===== src/design/lrl_pkg.sv =====
// shared types and constants for the lru recency list
package lrl_pkg;

	localparam int SLOT_FIELD_W = 6;
	localparam int IN_TDATA_W   = 8;
	localparam int OUT_TDATA_W  = 16;

	localparam logic OP_TOUCH  = 1'b0;
	localparam logic OP_REMOVE = 1'b1;

	typedef enum logic [1:0] {
		ST_CLEAR,
		ST_IDLE,
		ST_UPDATE
	} lrl_state_t;

	typedef struct packed {
		logic [SLOT_FIELD_W-1:0] victim_slot;
		logic [SLOT_FIELD_W-1:0] newest_slot;
		logic                    list_empty;
		logic                    was_present;
	} lrl_result_t;

endpackage


===== src/design/lrl_ram.sv =====
// single-port-write, single-port-read synchronous ram with registered read-first output
module lrl_ram #(
	parameter int DEPTH = 64,
	parameter int WIDTH = 7
) (
	input  logic                     clk,
	input  logic                     re,
	input  logic [$clog2(DEPTH)-1:0] raddr,
	output logic [WIDTH-1:0]         rdata,
	input  logic                     we,
	input  logic [$clog2(DEPTH)-1:0] waddr,
	input  logic [WIDTH-1:0]         wdata
);

	logic [WIDTH-1:0] mem [DEPTH];

	always_ff @(posedge clk) begin
		if (we) begin
			mem[waddr] <= wdata;
		end
		if (re) begin
			rdata <= mem[raddr];
		end
	end

endmodule


===== src/design/lru_recency_list_top.sv =====
// lru recency list: doubly linked list of slots kept in link memories
// the input is registered with the ram reads of its slot, and the result is registered to the output
// when the update commits; no new transaction is taken before that commit, since a slot's links
//   are read, then its neighbors' links are written back on the single write port
// reset: head and tail go to null, then a clearing pass over every slot zeroes the membership
//   memory while s_axis_tready stays low
module lru_recency_list_top
	import lrl_pkg::*;
#(
	parameter int SLOT_COUNT = 64
) (
	input  logic                   clk,
	input  logic                   arst_n,
	input  logic                   s_axis_tvalid,
	output logic                   s_axis_tready,
	input  logic [IN_TDATA_W-1:0]  s_axis_tdata,  // slot_index[5:0], zero fill
	input  logic                   s_axis_tuser,  // opcode
	output logic                   m_axis_tvalid,
	input  logic                   m_axis_tready,
	output logic [OUT_TDATA_W-1:0] m_axis_tdata   // victim_slot, newest_slot, list_empty,
	                                              // was_present, zero fill
);

	localparam int IW = $clog2(SLOT_COUNT);
	localparam int LW = IW + 1;
	localparam int CW = ((IW > SLOT_FIELD_W) ? IW : SLOT_FIELD_W) + 1;

	lrl_state_t state_q, state_d;

	logic [IW-1:0] clr_cnt_q;
	logic          clr_last;
	logic [LW-1:0] head_q, tail_q, head_d, tail_d;

	logic          op_s1;
	logic [IW-1:0] idx_s1;
	logic          slot_ok_s1;

	logic          accept;
	logic [CW-1:0] in_ext;
	logic          in_ok;
	logic [IW-1:0] in_idx;
	logic          in_hit_head;
	logic          first_re;

	logic [LW-1:0] older_rd, newer_rd;
	logic          member_rd;
	logic          older_we, newer_we, member_we;
	logic [IW-1:0] older_wa, newer_wa, member_wa;
	logic [LW-1:0] older_wd, newer_wd;
	logic          member_wd;

	logic          commit;
	logic          present;
	logic          hit_head, hit_tail;
	logic [LW-1:0] prev_l, next_l;
	logic          unlink;

	logic          out_valid_q;
	lrl_result_t   out_q, res_d;
	logic [CW-1:0] tail_ext, head_ext;

	// input decode
	assign accept      = s_axis_tvalid && s_axis_tready;
	assign in_ext      = CW'(s_axis_tdata[SLOT_FIELD_W-1:0]);
	assign in_ok       = in_ext < CW'(SLOT_COUNT);
	assign in_idx      = in_ext[IW-1:0];
	assign in_hit_head = !head_q[IW] && (head_q[IW-1:0] == in_idx);
	assign first_re    = accept && in_ok;
	assign clr_last    = clr_cnt_q == IW'(SLOT_COUNT - 1);

	// update stage decode
	assign commit   = (state_q == ST_UPDATE) && (!out_valid_q || m_axis_tready);
	assign present  = slot_ok_s1 && member_rd;
	assign hit_head = !head_q[IW] && (head_q[IW-1:0] == idx_s1);
	assign hit_tail = !tail_q[IW] && (tail_q[IW-1:0] == idx_s1);
	assign prev_l   = hit_tail ? {1'b1, IW'(0)} : older_rd;
	assign next_l   = hit_head ? {1'b1, IW'(0)} : newer_rd;
	assign unlink   = commit && present && !((op_s1 == OP_TOUCH) && hit_head);

	// memory write ports
	always_comb begin
		older_we = 1'b0;
		older_wa = in_idx;
		older_wd = head_q;
		newer_we = 1'b0;
		newer_wa = head_q[IW-1:0];
		newer_wd = {1'b0, in_idx};
		if (state_q == ST_UPDATE) begin
			older_we = unlink && !next_l[IW];
			older_wa = next_l[IW-1:0];
			older_wd = prev_l;
			newer_we = unlink && !prev_l[IW];
			newer_wa = prev_l[IW-1:0];
			newer_wd = next_l;
		end else begin
			older_we = first_re && (s_axis_tuser == OP_TOUCH) && !in_hit_head;
			newer_we = first_re && (s_axis_tuser == OP_TOUCH) && !in_hit_head && !head_q[IW];
		end
	end

	always_comb begin
		member_we = 1'b0;
		member_wa = in_idx;
		member_wd = 1'b1;
		case (state_q)
			ST_CLEAR: begin
				member_we = 1'b1;
				member_wa = clr_cnt_q;
				member_wd = 1'b0;
			end
			ST_UPDATE: begin
				member_we = commit && present && (op_s1 == OP_REMOVE);
				member_wa = idx_s1;
				member_wd = 1'b0;
			end
			default: begin
				member_we = first_re && (s_axis_tuser == OP_TOUCH);
			end
		endcase
	end

	lrl_ram #(.DEPTH(SLOT_COUNT), .WIDTH(LW)) u_older_ram (
		.clk   (clk),
		.re    (first_re),
		.raddr (in_idx),
		.rdata (older_rd),
		.we    (older_we),
		.waddr (older_wa),
		.wdata (older_wd)
	);

	lrl_ram #(.DEPTH(SLOT_COUNT), .WIDTH(LW)) u_newer_ram (
		.clk   (clk),
		.re    (first_re),
		.raddr (in_idx),
		.rdata (newer_rd),
		.we    (newer_we),
		.waddr (newer_wa),
		.wdata (newer_wd)
	);

	lrl_ram #(.DEPTH(SLOT_COUNT), .WIDTH(1)) u_member_ram (
		.clk   (clk),
		.re    (first_re),
		.raddr (in_idx),
		.rdata (member_rd),
		.we    (member_we),
		.waddr (member_wa),
		.wdata (member_wd)
	);

	// head and tail after the operation
	always_comb begin
		head_d = head_q;
		tail_d = tail_q;
		if (slot_ok_s1) begin
			if (op_s1 == OP_TOUCH) begin
				if (!present) begin
					head_d = {1'b0, idx_s1};
					if (tail_q[IW]) begin
						tail_d = {1'b0, idx_s1};
					end
				end else if (!hit_head) begin
					head_d = {1'b0, idx_s1};
					if (hit_tail) begin
						tail_d = next_l;
					end
				end
			end else if (present) begin
				if (hit_tail) begin
					tail_d = next_l;
				end
				if (hit_head) begin
					head_d = prev_l;
				end
			end
		end
	end

	assign tail_ext = CW'(tail_d[IW-1:0]);
	assign head_ext = CW'(head_d[IW-1:0]);

	always_comb begin
		res_d.list_empty  = head_d[IW] || tail_d[IW];
		res_d.victim_slot = res_d.list_empty ? '0 : tail_ext[SLOT_FIELD_W-1:0];
		res_d.newest_slot = res_d.list_empty ? '0 : head_ext[SLOT_FIELD_W-1:0];
		res_d.was_present = present;
	end

	// next state
	always_comb begin
		state_d = state_q;
		case (state_q)
			ST_CLEAR: begin
				if (clr_last) begin
					state_d = ST_IDLE;
				end
			end
			ST_IDLE: begin
				if (accept) begin
					state_d = ST_UPDATE;
				end
			end
			ST_UPDATE: begin
				if (commit) begin
					state_d = ST_IDLE;
				end
			end
			default: begin
				state_d = ST_CLEAR;
			end
		endcase
	end

	// outputs
	always_comb begin
		s_axis_tready = 1'b0;
		case (state_q)
			ST_IDLE: begin
				s_axis_tready = 1'b1;
			end
			default: begin
				s_axis_tready = 1'b0;
			end
		endcase
	end

	always_ff @(posedge clk or negedge arst_n) begin
		if (!arst_n) begin
			state_q     <= ST_CLEAR;
			clr_cnt_q   <= '0;
			head_q      <= {1'b1, IW'(0)};
			tail_q      <= {1'b1, IW'(0)};
			out_valid_q <= 1'b0;
		end else begin
			state_q <= state_d;
			if (state_q == ST_CLEAR) begin
				clr_cnt_q <= clr_cnt_q + IW'(1);
			end
			if (commit) begin
				head_q      <= head_d;
				tail_q      <= tail_d;
				out_valid_q <= 1'b1;
			end else if (m_axis_tready) begin
				out_valid_q <= 1'b0;
			end
		end
	end

	always_ff @(posedge clk) begin
		if (accept) begin
			op_s1      <= s_axis_tuser;
			idx_s1     <= in_idx;
			slot_ok_s1 <= in_ok;
		end
		if (commit) begin
			out_q <= res_d;
		end
	end

	assign m_axis_tvalid = out_valid_q;
	assign m_axis_tdata  = {2'b00, out_q.was_present, out_q.list_empty,
		out_q.newest_slot, out_q.victim_slot};

endmodule


===== config.mk =====
export PLATFORM = sky130hd
export DESIGN_NAME = lru_recency_list_top
export DESIGN_NICKNAME = d
export VERILOG_FILES = /design/src/design/lrl_pkg.sv /design/src/design/lrl_ram.sv /design/src/design/lru_recency_list_top.sv
export SDC_FILE = /design/constraint.sdc
export NUM_CORES = 1
export LEC_CHECK = 0
export ABC_CLOCK_PERIOD_IN_PS = 6300
export BUFFER_PORTS_ARGS = -buffer_cell sky130_fd_sc_hd__buf_2
export CAP_MARGIN = 20
export CELL_PAD_IN_SITES_DETAIL_PLACEMENT = 1
export CELL_PAD_IN_SITES_GLOBAL_PLACEMENT = 1
export CORE_ASPECT_RATIO = 1.2
export CORE_MARGIN = 5
export CORE_UTILIZATION = 55
export DETAILED_ROUTE_END_ITERATION = 10
export HOLD_SLACK_MARGIN = 0.03
export PLACE_DENSITY = 0.81
export SLEW_MARGIN = 20
export SYNTH_ARGS = -nofsm -noshare
export SYNTH_HDL_FRONTEND = slang
export SYNTH_SLANG_ARGS = --single-unit

===== constraint.sdc =====
create_clock -name clk -period 6.3 [get_ports clk]
set_input_delay 0.315 -clock clk [delete_from_list [all_inputs] [get_ports clk]]
set_output_delay 0.315 -clock clk [all_outputs]
set_load 0.1 [all_outputs]

; Yosys cells after proc, flatten, opt, wreduce, memory -nomap -nowiden
; Memories as Yosys holds them, arrays and structs flattened. A register that Yosys moved wholly into a read port is not among the register bits.
; Index checks and enable logic that the tools add are counted.
[totals]
regBits = 45
ram_bits = 960
in_bits = 13
word_cells = 94
memories = 3
[mem_list]
columns = memory, words, word_bits, rd, rd_ports_with_merged_regs, wr, line
row1 = u_newer_ram.mem, 64, 7, 1, 1, 1, lrl_ram.sv:15  ; logic [WIDTH-1:0] mem [DEPTH];
row2 = u_older_ram.mem, 64, 7, 1, 1, 1, lrl_ram.sv:15
row3 = u_member_ram.mem, 64, 1, 1, 1, 1, lrl_ram.sv:15
[op_classes]
add_sub_neg = 1
magnitude_cmp = 1
n_eq_ne = 9
n_mux = 37
n_bitwise = 2
n_reduce_logical = 29
[op_table]
columns = operator, count
row1 = two-way mux 7 bit, 16
row2 = == test 6 bit, 3
row3 = two-way mux 6 bit, 3
row4 = logical AND 1 bit, 16
row5 = two-way mux 1 bit, 12
row6 = case mux 6 bit (2 select lines), 1
row7 = logical NOT 1 bit, 7
row8 = < comparator 6 x 7 -> 1 bit (second input constant), 1
row9 = adder 6 x 1 -> 6 bit (second input constant), 1
row10 = == test 6 bit (second input constant), 1
row11 = two-way mux 2 bit, 3
row12 = inequality test 2 bit (second input constant), 3
row13 = case mux 2 bit (3 select lines), 1
row14 = AND reduction 3 bit, 1
row15 = == test 2 x 1 -> 1 bit (second input constant), 1
row16 = == test 2 bit (second input constant), 1
row17 = logical NOT 2 bit, 1
row18 = logical OR 1 bit, 2
row19 = NOT 1 bit, 2
row20 = case mux 1 bit (2 select lines), 1
row21 = nonzero test 2 bit, 1
row22 = OR reduction 2 bit, 1

; Longest topological paths before layout
[logic_depth]
ltp_word = 10
mapped_depth = 9
ltp_nobuf = 7

; By module
; A second synthesis with hierarchy kept.
[hier_totals]
hier_cells = 2166
area_unflattened_um2 = 41302.1
[modules_own_cells]
columns = module, instances, cells_each, area_each_um2, seq_area_each_um2
row1 = lrl_ram at u_newer_ram ..., 2, 827, 17705.7, 13663.1
row2 = lru_recency_list_top, 1, 308, 2966.6, 1208.7
row3 = lrl_ram at u_member_ram, 1, 204, 2924.1, 1951.9

; Worst setup path after synthesis
; No wires, ideal clock.
[synth_path]
path_kind = register to register
startpoint = reg idx_s1[3]
endpoint = mem u_older_ram.mem[0][3] (data pin)
setup_ns = 0.721
arrival_ns = 3.873
required_ns = 5.579
setup_slack_ns = 1.705
path_stages_with_launch = 7
cell_sequence = edfxtp_1 > buf_2 > xor2_1 > or4_4 > nor2_2 > buf_4 > o31ai_1
[synth_between]
elab_chain_cells = 4
[synth_rtl]
columns = element, line
row1 = from (decl), lru_recency_list_top.sv:35  ; logic [IW-1:0] idx_s1;
row2 = from (signal assigned), lru_recency_list_top.sv:253  ; idx_s1 <= in_idx;
row3 = == test 6 bit, lru_recency_list_top.sv:75  ; assign hit_tail = !tail_q[IW] && (tail_q[IW-1:0] == idx_s1);
row4 = logical AND 1 bit, lru_recency_list_top.sv:75
row5 = two-way mux 7 bit, lru_recency_list_top.sv:76  ; assign prev_l = hit_tail ? {1'b1, IW'(0)} : older_rd;
row6 = two-way mux 7 bit, lru_recency_list_top.sv:88  ; if (state_q == ST_UPDATE) begin
row7 = to (decl), lrl_ram.sv:15
; No other way between the ends.

; Final worst setup path
[layout_path]
startpoint = reg head_q[2]
endpoint = mem u_older_ram.mem[16][6] (enable)
[layout_between]
elab_chain_cells = 9
[layout_rtl]
columns = element, line
row1 = from (decl), lru_recency_list_top.sv:32  ; logic [LW-1:0] head_q, tail_q, head_d, tail_d;
row2 = from (signal assigned), lru_recency_list_top.sv:232  ; head_q <= {1'b1, IW'(0)};
row3 = == test 6 bit, lru_recency_list_top.sv:74  ; assign hit_head = !head_q[IW] && (head_q[IW-1:0] == idx_s1);
row4 = logical AND 1 bit, lru_recency_list_top.sv:74
row5 = logical AND 1 bit, lru_recency_list_top.sv:78  ; assign unlink = commit && present && !((op_s1 == OP_TOUCH) && hit_head);
row6 = logical NOT 1 bit, lru_recency_list_top.sv:78
row7 = logical AND 1 bit, lru_recency_list_top.sv:78
row8 = logical AND 1 bit, lru_recency_list_top.sv:89  ; older_we = unlink && !next_l[IW];
row9 = two-way mux 1 bit, lru_recency_list_top.sv:88
row10 = two-way mux 1 bit, lrl_ram.sv:18  ; if (we) begin
row11 = two-way mux 1 bit (not written as such), lrl_ram.sv:19  ; mem[waddr] <= wdata;
; Parallel ways exist; a longest one is shown, timed or not.

==> reports/metrics.cfg <==
[status]
status = finished, final reports clean

[clock_network]
cts_tree = yes
clkTransAtPathRegs_ps = 60
cts_buffers = 94
hold_buffers = 3
clock-sinks = 1019
cts_buffer_depth = 3
ctsResizeCount = 0
clk_latency_ps = 670
cts_setup_buffers = 0
clockRootBuffer = clkbuf_16
h-tree-depth = 3

[timing]
slew_viol_final = 0
skew_ps = 26.9
slew_headroom_pct = 23.2
hold_viol = 0
tightest_slew_ps = 1150
rsz0062_at_grt = no
period_needed_ps = 5090
min_period_over_period_pct = 80.8
finalSetupTns_ps = 0
worst_hold_slack_ps = 67.6
fmax_mhz = 197
finalSetupViolCount = 0

[synthesis]
synth_area_leaders = edfxtp_1, mux4_2, nor2_1, nand2_1, dfrtp_1
synth-main-ff-cell = edfxtp_1
synthesis.area_um2 = 41600
synthCells = 2236
synthTopCellsByCount = edfxtp_1, mux4_2, nor2_1
yosysTopAreaCellShare_pct = 71.9
seq_area_frac_synth_pct = 73.3
synth_cell_types = 77
synth_edf_count = 996
synth.avg_cell_area_um2 = 18.6
yosys_warnings = 0
synth_seq_cells = 1019
async_flop_share_pct = 2.26
yosysMostFrequentCell = edfxtp_1
synth_top_area_cell = edfxtp_1

[hold_path]
whs_endpoint = idx_s1[3]
worstHoldPathCells = 1
hold_start = s_axis_tdata[3]
hold_class = primary input to register

[detailed_routing]
drt-vias-per-instance = 6.71
wl_um = 108000
vias = 22400
drtIter0Drc = 2824
drc_errors = 0
firstDrtPassIters = 5
post_drt_wl_per_cell_um = 32.4
ant_nets = 0

[worst_setup_path]
r2r_setup_slack_ps = 1210
crit_path_start_kind = register
critical_path_class = register to register
ff2ff_path_depth = 7
critical_path_arrival_ps = 5380
cp.required_ps = 6590
critPathCaptureType = register
r2r_start = head_q[2]
rr_endpoint = u_older_ram.mem[16][6]
worstPathMaxFanout = 70

[final_layout]
area_growth_pct = 10.7
final_nets = 2271
antenna_cells = 0
drive_gt1_share_pct = 22.8

[die]
dieWidth_um = 261
start_util_pct = 55.4
die_h_um = 311
floorplan.die_area_um2 = 81200
io_pins = 31
rows = 110
coreArea_um2 = 75000

[placed_design]
gp_congestion = 0.883
dp_hpwl_um = 64900
port_buffers = 26

[run]
max_cap_violations = 0

[power_and_ir_drop]
leakage_nw = 15.8
ir_worst_vdd_mv = 0.176
p_per_area_nw_per_um2 = 304

[grt]
gr-usage-all-layers_pct = 26.7
grt_antenna_before_repair = 0
grt_first_pass_wirelength_um = 161000
grt-ovfl-total = 0
grt_pass1_vias = 23700
grt_max_degree = 122

-- routing by layer --
layer | track usage [%] | wire length [um] | up-vias
met5 | 0 | 0 | -
met4 | 9.61 | 4130 | 0
met3 | 4.14 | 8660 | 259
met2 | 44.2 | 54700 | 1359
met1 | 36.7 | 40900 | 11800
li1 | - | - | 9049
-- logic make-up (layout without fill, tap and decap cells) --
logic type / count (synthesis) / after routing / share of synthesized area [%]
flops: 1019 / 1019 / 73.3
xor+xnor: 23 / 23 / 0.539
compound gates: 207 / 207 / 3.53
simple gates: 512 / 512 / 5.61
other cells: 1 / 2 / 0.00902
mux: 318 / 318 / 15.2
buf+inv: 155 / 256 / 1.82
fa+ha+maj: 1 / 1 / 0.0301
-- where the power goes --
part	leakage (nW)	internal, mW	switching (mW)	total [mW]
clock	1.64	3.67	2.55	6.22
combinational	3.58	0.146	0.290	0.436
sequential	10.6	7.37	0.0000000000000000157	7.37
-- stage by stage --
stage	util (%)	cells	total power, mW	cell area (um2)	setup slack (ps)
2_1_floorplan	-	2237	7.81	41600	1710
3_3_place_gp	56.8	3166	7.92	42600	1310
3_5_place_dp	56.9	3166	7.94	42600	1440
4_1_cts	61.4	3346	14.1	46000	1260
5_1_grt	61.4	3346	14.5	46100	1080
6_report	61.4	3346	14.0	46100	1210
-- final cells by class --
cell class              count  area (um2)
flip-flops and latches   1019       30500
fillers                  6303       29000
multi-input cells        1063       10400
clock buffers             110        2500
well taps                1008        1260
clock inverters            67         870
repair buffers             55         418
inverters                  24        92.6
-- worst max-delay path by stage --
stage / from / to / cells after the start
finish: head_q[2] / u_older_ram.mem[16][6] / 7
global route: state_q[1] / u_older_ram.mem[24][5] / 8
detailed placement: state_q[0] / u_older_ram.mem[27][4] / 8
CTS: state_q[1] / u_older_ram.mem[57][0] / 8
global placement: state_q[1] / u_newer_ram.mem[26][6] / 8
floorplan: idx_s1[3] / u_older_ram.mem[0][3] / 6
-- critical path, stage by stage, from the launching register on --
cell and delay (ps):
dfrtp_1 720, xor2_2 200, nor4_2 350, a21oi_1 210, a21boi_1 740, clkinv_2 1130, nor2_1 800, and3_1 570
-- sequential cells by signal, summed over array words and instances (netlist names) --
name,flops
state_q,2
u_member_ram.rdata,1
idx_s1,6
clr_cnt_q,6
m_axis_tvalid,1
u_member_ram.mem,64
u_newer_ram.mem,448
head_q,7
tail_q,7
u_older_ram.mem,448
m_axis_tdata,14
op_s1,1
u_older_ram.rdata,7
u_newer_ram.rdata,7
-- cell usage in the layout, fill, tap and decap left out, drive strengths merged, types with 21 or more instances in the layout --
master  instances
nand2         147
mux2           33
a21oi          28
nand3          26
clkbuf        110
o21ai          43
nor2          227
edfxtp        996
inv            25
dfrtp          21
buf            52
mux2i          39
mux4          246
a211oi         21
o22ai          22
clkinv         41
Power figures use the tool's default switching activity.
